==> src/rtl/core/psrl_pkg.sv <==
package psrl_pkg;

  // register indexes of the configuration port
  localparam int unsigned CfgIdxW = 8;
  localparam int unsigned CfgDataW = 32;
  localparam logic [CfgIdxW-1:0] REG_PACKET_LIMIT = 8'd0;
  localparam logic [CfgIdxW-1:0] REG_WINDOW_TICKS = 8'd1;

  localparam logic [15:0] RESET_PACKET_LIMIT = 16'd1000;
  localparam logic [31:0] RESET_WINDOW_TICKS = 32'd1000000;

  // verdict codes
  localparam logic [1:0] VERDICT_WITHIN    = 2'd0;
  localparam logic [1:0] VERDICT_OVER      = 2'd1;
  localparam logic [1:0] VERDICT_DISABLED  = 2'd2;
  localparam logic [1:0] VERDICT_UNTRACKED = 2'd3;

  typedef struct packed {
    logic [31:0] source_address;
    logic [31:0] arrival_time;
  } in_item_t;

  typedef struct packed {
    logic       admit;
    logic [1:0] verdict;
  } out_item_t;

  // one table entry as held in the memory
  typedef struct packed {
    logic [31:0] source;
    logic [31:0] window_begin;
    logic [15:0] tally;
  } entry_t;

endpackage

==> src/rtl/core/psrl_ctrl.sv <==
module psrl_ctrl #(
  parameter int unsigned Entries = 64,
  parameter int unsigned AddrW = 6,
  parameter int unsigned CountW = 7
) (
  input  logic                  clk_i,
  input  logic                  rst_ni,
  input  logic [15:0]           packet_limit_i,
  input  logic [31:0]           window_ticks_i,
  input  logic                  in_valid_i,
  output logic                  in_ready_o,
  input  psrl_pkg::in_item_t    in_data_i,
  output logic                  out_valid_o,
  input  logic                  out_ready_i,
  output psrl_pkg::out_item_t   out_data_o,
  output logic                  wr_en_o,
  output logic [AddrW-1:0]      wr_addr_o,
  output psrl_pkg::entry_t      wr_data_o,
  output logic                  rd_en_o,
  output logic [AddrW-1:0]      rd_addr_o,
  input  psrl_pkg::entry_t      rd_data_i
);
  import psrl_pkg::*;

  localparam int unsigned NextW = CountW + 1;

  typedef enum logic [1:0] {
    ST_IDLE,
    ST_SCAN,
    ST_DECIDE
  } state_e;

  state_e           state_q;
  logic [31:0]      src_q;
  logic [31:0]      now_q;
  logic             disabled_q;
  logic [AddrW-1:0] addr_q;
  logic             issue_q;
  logic             cmp_vld_q;
  logic [AddrW-1:0] cmp_idx_q;
  logic             hit_q;
  logic [AddrW-1:0] hit_idx_q;
  entry_t           hit_entry_q;
  logic             stale_q;
  logic [AddrW-1:0] stale_idx_q;
  logic [CountW-1:0] fill_q;
  logic             out_valid_q;
  out_item_t        out_data_q;

  logic             accept;
  logic             scan_match;
  logic             scan_stale;
  logic             more_reads;
  logic             fill_avail;
  logic             go;
  logic             hit_elapsed;
  logic [15:0]      hit_tally;
  logic [31:0]      hit_begin;
  logic             hit_over;
  out_item_t        result;

  assign accept     = in_valid_i && in_ready_o;
  assign in_ready_o = (state_q == ST_IDLE);

  // sequential walk, one read issued per cycle
  assign rd_en_o    = (state_q == ST_SCAN) && issue_q;
  assign rd_addr_o  = addr_q;
  assign scan_match = cmp_vld_q && (rd_data_i.source == src_q);
  assign scan_stale = cmp_vld_q && ((now_q - rd_data_i.window_begin) >= window_ticks_i);
  assign more_reads = (NextW'(addr_q) + NextW'(1)) < NextW'(fill_q);

  // entries fill from index zero and are never released
  assign fill_avail = fill_q < CountW'(Entries);

  assign hit_elapsed = (now_q - hit_entry_q.window_begin) >= window_ticks_i;
  assign hit_tally   = hit_elapsed ? 16'd0 : hit_entry_q.tally;
  assign hit_begin   = hit_elapsed ? now_q : hit_entry_q.window_begin;
  assign hit_over    = hit_tally >= packet_limit_i;

  assign go = (state_q == ST_DECIDE) && (!out_valid_q || out_ready_i);

  always_comb begin
    result    = '{admit: 1'b1, verdict: VERDICT_WITHIN};
    wr_en_o   = 1'b0;
    wr_addr_o = hit_idx_q;
    wr_data_o = '{source: src_q, window_begin: now_q, tally: 16'd1};
    if (disabled_q) begin
      result.verdict = VERDICT_DISABLED;
    end else if (hit_q) begin
      wr_en_o = go;
      wr_data_o.window_begin = hit_begin;
      if (hit_over) begin
        result = '{admit: 1'b0, verdict: VERDICT_OVER};
        wr_data_o.tally = hit_tally;
      end else begin
        wr_data_o.tally = hit_tally + 16'd1;
      end
    end else if (fill_avail) begin
      wr_en_o   = go;
      wr_addr_o = fill_q[AddrW-1:0];
    end else if (stale_q) begin
      wr_en_o   = go;
      wr_addr_o = stale_idx_q;
    end else begin
      result.verdict = VERDICT_UNTRACKED;
    end
  end

  always_ff @(posedge clk_i or negedge rst_ni) begin
    if (!rst_ni) begin
      state_q     <= ST_IDLE;
      src_q       <= '0;
      now_q       <= '0;
      disabled_q  <= 1'b0;
      addr_q      <= '0;
      issue_q     <= 1'b0;
      cmp_vld_q   <= 1'b0;
      cmp_idx_q   <= '0;
      hit_q       <= 1'b0;
      hit_idx_q   <= '0;
      hit_entry_q <= '0;
      stale_q     <= 1'b0;
      stale_idx_q <= '0;
      fill_q      <= '0;
      out_valid_q <= 1'b0;
      out_data_q  <= '0;
    end else begin
      if (go) begin
        out_valid_q <= 1'b1;
      end else if (out_ready_i) begin
        out_valid_q <= 1'b0;
      end
      unique case (state_q)
        ST_IDLE: begin
          if (accept) begin
            src_q      <= in_data_i.source_address;
            now_q      <= in_data_i.arrival_time;
            disabled_q <= (packet_limit_i == 16'd0);
            hit_q      <= 1'b0;
            stale_q    <= 1'b0;
            addr_q     <= '0;
            cmp_vld_q  <= 1'b0;
            issue_q    <= (fill_q != '0) && (packet_limit_i != 16'd0);
            state_q    <= (packet_limit_i == 16'd0) ? ST_DECIDE : ST_SCAN;
          end
        end
        ST_SCAN: begin
          if (scan_match) begin
            hit_q       <= 1'b1;
            hit_idx_q   <= cmp_idx_q;
            hit_entry_q <= rd_data_i;
            cmp_vld_q   <= 1'b0;
            issue_q     <= 1'b0;
            state_q     <= ST_DECIDE;
          end else begin
            if (scan_stale && !stale_q) begin
              stale_q     <= 1'b1;
              stale_idx_q <= cmp_idx_q;
            end
            cmp_vld_q <= issue_q;
            cmp_idx_q <= addr_q;
            if (issue_q) begin
              addr_q  <= addr_q + AddrW'(1);
              issue_q <= more_reads;
            end
            if (!issue_q && !cmp_vld_q) begin
              state_q <= ST_DECIDE;
            end
          end
        end
        ST_DECIDE: begin
          if (go) begin
            out_data_q  <= result;
            if (!disabled_q && !hit_q && fill_avail) begin
              fill_q <= fill_q + CountW'(1);
            end
            state_q <= ST_IDLE;
          end
        end
        default: state_q <= ST_IDLE;
      endcase
    end
  end

  assign out_valid_o = out_valid_q;
  assign out_data_o  = out_data_q;

`ifndef SYNTHESIS
  a_fill_bound: assert property (@(posedge clk_i) disable iff (!rst_ni)
    fill_q <= CountW'(Entries))
    else $error("fill count beyond table size");

  a_wr_only_decide: assert property (@(posedge clk_i) disable iff (!rst_ni)
    wr_en_o |-> (state_q == ST_DECIDE) && !disabled_q)
    else $error("table write outside decision");

  a_fill_step: assert property (@(posedge clk_i) disable iff (!rst_ni)
    (fill_q != $past(fill_q)) |-> (fill_q == $past(fill_q) + CountW'(1)))
    else $error("fill count moved by more than one");

  a_rd_scan_only: assert property (@(posedge clk_i) disable iff (!rst_ni)
    rd_en_o |-> (NextW'(addr_q) < NextW'(fill_q)))
    else $error("read beyond filled entries");

  a_result_per_item: assert property (@(posedge clk_i) disable iff (!rst_ni)
    go |=> out_valid_o && (state_q == ST_IDLE))
    else $error("decision produced no result");
`endif

endmodule
==> config.mk <==
export PLATFORM = sky130hd
export DESIGN_NAME = psrl_ctrl
export DESIGN_NICKNAME = d
export VERILOG_FILES = /design/src/rtl/core/psrl_pkg.sv /design/src/rtl/core/psrl_ctrl.sv
export SDC_FILE = /design/constraint.sdc
export NUM_CORES = 1
export LEC_CHECK = 0
export ABC_AREA = 1
export BUFFER_PORTS_ARGS = -buffer_cell sky130_fd_sc_hd__buf_2
export CAP_MARGIN = 30
export CORE_ASPECT_RATIO = 2
export CORE_MARGIN = 5
export CORE_UTILIZATION = 56
export DETAILED_ROUTE_END_ITERATION = 7
export PLACE_DENSITY = 0.92
export SYNTH_ARGS = -nofsm -noshare
export SYNTH_HDL_FRONTEND = slang
export SYNTH_SLANG_ARGS = --single-unit
==> constraint.sdc <==
create_clock -name clk_i -period 7.54 [get_ports clk_i]
set_clock_uncertainty 0.1 [all_clocks]
set_input_delay 1.508 -clock clk_i [delete_from_list [all_inputs] [get_ports clk_i]]
set_output_delay 1.508 -clock clk_i [all_outputs]
set_load 0.03 [all_outputs]
== Word-level counts from Yosys, hierarchy flattened ==
Index checks and enable logic that the tools add are counted.

* Flip-flop bits (word level): 154
* Output and inout bits: 99
* Logic and storage cells: 118
* Bits of input ports: 196

* Muxes and demuxes: 44
* Equal/unequal tests: 10
* Bitwise operators: 1
* Order comparisons: 5
* Add/sub/neg operators: 6
* Reduce and logical (&&, ||, !) cells: 34

{| class="wikitable"
|+ Operators by type and width
! operator !! count
|-
| 2-to-1 mux 48 bit || 2
|-
| >= comparator 32 bit || 2
|-
| subtractor 32 bit || 2
|-
| 2-to-1 mux 6 bit || 7
|-
| == test 32 bit || 1
|-
| 2-to-1 mux 16 bit || 2
|-
| 2-to-1 mux 32 bit || 1
|-
| 2-to-1 mux 2 bit || 9
|-
| adder 16 x 1 -> 16 bit (second input constant) || 1
|-
| >= comparator 16 bit || 1
|-
| logical NOT 16 bit || 1
|-
| 2-to-1 mux 1 bit || 16
|-
| nonzero test 16 bit || 1
|-
| case mux 6 bit (2 select lines) || 1
|-
| AND reduction 3 bit || 4
|-
| logical AND 1 bit || 10
|-
| AND reduction 2 bit || 5
|-
| inequality test 2 bit (second input constant) || 4
|-
| case mux 1 bit (2 select lines) || 4
|-
| AND reduction 4 bit || 2
|-
| adder 6 x 1 -> 7 bit (second input constant) || 1
|-
| adder 7 x 1 -> 7 bit (second input constant) || 1
|-
| less-than comparator 7 bit || 1
|-
| less-than comparator 7 bit (second input constant) || 1
|-
| 13 further kinds || 20
|}

== Logic depth before layout (Yosys ltp) ==
* Depth in word-level cells: 7
* Gate-level depth with buffers: 40
* Gate-level depth less buffers: 39

== Least setup slack after synthesis ==
OpenSTA, ideal clock, no wires.

* Path type: reg-to-output
* Start point: register now_q[2]
* End point: output wr_data_o[2] in the netlist's numbering
* Required time: 5.932 ns
* Setup slack: 0.897 ns
* Path buffers: 1
* Stages on the path, launching flop included: 34
* Data arrival time: 5.035 ns
* Cells stage by stage: dfrtp_1 > ha_1 > a21oi_1 > nand2_1 > a21oi_1 > o21ai_1 > a21boi_0 > o21ai_1 > a21oi_1 > xnor2_1 > ha_1 > nand2_1 > inv_1 > nand2_1 > nand2_1 > nand2_1 > nand2_1 > a21oi_4 > nand2_4 > buf_6 > nor2_1 > ha_1 > inv_1 > nor2_1 > nor2_1 > o21ai_0 > nand2_1 > nand2_1 > nand2_1 > nand3_1 > inv_1 > nand2_1 > or2_2 > a21oi_1

{| class="wikitable"
|+ RTL lines
! element !! line !! RTL
|-
| start, declared || psrl_ctrl.sv:35 || <nowiki>logic [31:0] now_q;</nowiki>
|-
| start signal, assigned || psrl_ctrl.sv:137 || <nowiki>now_q <= in_data_i.arrival_time;</nowiki>
|-
| end, declared || psrl_ctrl.sv:18 || <nowiki>output psrl_pkg::entry_t wr_data_o,</nowiki>
|}

==> metrics.cfg <==
[worst_setup_path]
slowest_delay_ns=0.44
cp_num_buf_inv=6
worst_path_most_repeated_cell=nand2_1
slowest_stage=dfrtp_1
crit_family=compound AO/OA/AOI/OAI gates
worstSetupStartpointType=register
path_class=register to output port
arrival_ns=5.63
worst-path-max-fanout=7
crit_required_ns=5.93
worst_setup_path_end_kind=output port

[power_and_ir_drop]
switching_power_uw=3640
vdd_drop_max_uv=359
p_clk_frac=0.132
cellPowerDensity_nw_per_um2=424
p_leak_uw=0.00881
pwr-share-comb=0.678
p_int_uw=3140
p_seq_frac=0.190
switching_share=0.537

[die]
die_h_um=228
fp.coreArea_um2=23300
die_w_um=119
row_count=79
die_area_um2=27000
io_pins=295
initial_core_util=0.568

[logic_synthesis]
ys_seq_area_frac=0.291
synth_top_area_frac=0.291
synth-main-ff-cell=dfrtp_1
synth_common_cells=521 x nand2_1, 315 x inv_1, 154 x dfrtp_1, 152 x ha_1, 144 x nor2_1
synth-edff-count=0
syn_inst=1921
synthDistinctLibCells=48
synth_nets=2271
avgSynthCellArea_um2=6.90
ys_ff_latch=154
yosysWarnings=0
synthArstFlopShare=1.00
netlist_area_um2=13300
yosysMostFrequentCell=nand2_1
synthTopCellsByArea=dfrtp_1 29%, nand2_1 15%, ha_1 14%
yosysTopAreaCell=dfrtp_1

[cells_and_area]
stdcell_area_um2=16000
nFillCells=1998
nets=2580
drive_gt1_frac=0.183
syn_to_final_growth_pct=20.6
stdcell_count=2529
final_core_util=0.685

[cts]
ctsRootBufferMaster=clkbuf_16
cts_buffers=17
clkTransAtPathRegs_ns=0.08
tritoncts=done
cts.sinks=154
cts_buffer_depth=2
clk_latency_ns=0.45
h-tree-depth=4

[routing]
routed_wl_um=49600
vias_per_cell=5.66
wl_per_cell_um=19.6
dr.pass1.iters=6
drt-initial-drc-count=1023
postRouteAntennaNets=0
vias=14322
drc=0

[timing]
period_needed_ns=7.24
timing.hold.ws_ns=0.376
slew_violations=0
final_hold_viol_count=0
fmax_mhz=138
setup_viol=0
worst_pin_slew_ns=1.02
relSlewSlack=0.316
finalCritPeriodShare=0.960

[min_path]
hold_class=register to register

[global_route]
grt_first_pass_wirelength_um=75700
antenna_found_initial=6
overflow=0
grt_pass1_vias=14964
track_usage=0.364
grt_start_max_net_pins=110

[place]
dpl_cell_area_um2=15100
hpwlAfterDp_um=40100
place_congestion=1.10
placed_cells=2481
io_buffers=294

[outcome]
outcome=completed

[job]
drv_cap=0

[worst paths after layout]
path / from / to / slack, ns / cells after the start
setup / recovery: now_q[7] / wr_data_o[3] / 0.30 / 30
hold / removal: stale_idx_q[2] / stale_idx_q[2] / 0.38 / 2
setup reg to reg: now_q[9] / stale_idx_q[1] / 2.13 / 18
hold reg to reg: stale_idx_q[2] / stale_idx_q[2] / 0.38 / 2
max in group asynchronous: rst_ni / hit_entry_q[19] / 4.75 / 3
min in group asynchronous: rst_ni / src_q[6] / 0.94 / 1
[kinds of logic (layout without fill, tap and decap cells)]
family / after synthesis / count (layout) / share of synthesized area
buffers and inverters: 349 / 671 / 0.101
multiplexers: 1 / 1 / 0.000849
adder cells (fa/ha/maj): 154 / 154 / 0.146
other: 0 / 3 / 0
XOR/XNOR: 80 / 80 / 0.0528
AO/OA/AOI/OAI: 360 / 360 / 0.151
AND/OR/NAND/NOR: 823 / 823 / 0.257
flip-flops: 154 / 154 / 0.291
[power by group through the flow]
stage / sequential (µW) / clock (µW) / combinational, µW
2_1_floorplan: 1400 / 0 / 2850
3_3_place_gp: 1270 / 0 / 4220
3_5_place_dp: 1280 / 0 / 4290
4_1_cts: 1270 / 904 / 4370
5_1_grt: 1310 / 941 / 5050
6_report: 1290 / 897 / 4590
[worst reg2reg max path, cell delays in order (launching register included)]
cell and delay (ns):
dfrtp_1 0.45, ha_1 0.45, a21oi_1 0.64, o21ai_0 0.18, o21bai_1 0.44, a21boi_0 0.58, o21ai_0 0.23, xor2_1 0.22
ha_1 0.31, nand2_1 0.06, inv_1 0.05, nand3_1 0.10, nor3_1 0.24, and3_1 0.32, nand4_1 0.14, nand3_1 0.34
nand2_1 0.25, nand2_1 0.12, nand2_1 0.06
[sequential cells by signal, summed over array words and instances (netlist names)]
| register | count |
|---|---|
| state_q | 2 |
| out_data_o | 3 |
| fill_q | 7 |
| stale_q | 1 |
| stale_idx_q | 6 |
| now_q | 32 |
| disabled_q | 1 |
| hit_entry_q | 48 |
| cmp_idx_q | 6 |
| hit_idx_q | 6 |
| out_valid_o | 1 |
| cmp_vld_q | 1 |
| rd_addr_o | 6 |
| src_q | 32 |
| hit_q | 1 |
| issue_q | 1 |
[layout by cell type (no fill, tap or decap), types with 3 or more instances in the layout]
cell       netlist  routed
a21oi_1        134     126
a21boi_0         7       5
ha_2             0       3
a21oi_2          0       6
or2_2           11      11
inv_8            0       5
nor2_1         144     141
nor4_1          11       9
inv_6            0       4
nor2_4           2       3
o21bai_1         3       3
inv_2            1       3
buf_2            8     289
o21ai_0        137     133
o211ai_1         7       7
nor3_1          31      30
dfrtp_1        154     154
o22ai_1          5       5
clkbuf_16        0      17
a21o_1           7       7
nand3_2          1       4
nand2_1        521     519
nand4_1         31      31
inv_1          315     312
nand3_1         58      54
o21ai_2          0       4
ha_1           152     147
o21a_1          34      34
xnor2_1         30      30
xor2_1          50      50
a21oi_4          1       3
nor2_2           2       4
buf_4            0      29
diode_2          0       3
o21ai_1          9       9
a31oi_1          8       8
[timing repair]
action | in CTS | in global routing
buffers inserted | 2 | 11
pin swaps | 1 | 10
setup endpoints to repair | 16 | 16
hold buffers | 0 | 0
gates resized for setup | 12 | 39
[per-layer routing]
| layer | global-route usage | vias to the layer above | part of all wire |
|---|---|---|---|
| li1 | - | 6826 | - |
| met2 | 0.679 | 736 | 0.52 |
| met4 | 0.350 | 4 | 0.11 |
| met1 | 0.315 | 6460 | 0.30 |
| met5 | 0 | - | 0.00058 |
| met3 | 0.0731 | 296 | 0.062 |
[final cells by class]
| cell class | count | area [µm²] | share of cell area |
|---|---|---|---|
| Antenna cell | 3 | 7.51 | 0.000470 |
| Clock buffer | 18 | 439 | 0.0275 |
| Clock inverter | 14 | 170 | 0.0106 |
| Inverter | 316 | 1190 | 0.0743 |
| Multi-Input combinational cell | 1418 | 8240 | 0.516 |
| Sequential cell | 154 | 3850 | 0.241 |
| Tap cell | 283 | 354 | 0.0221 |
| Timing Repair Buffer | 323 | 1730 | 0.108 |
[through the flow]
stage	setup TNS, ns	power (µW)	setup slack [ns]
after floorplan	0	4250	0.897
after global placement	0	5500	0.0670
after detailed placement	-0.0548	5570	-0.0522
after CTS	0	6550	0.0201
after global routing	-0.0905	7300	-0.0356
final	0	6770	0.303
Note: power is estimated with default switching activity, not from simulation.
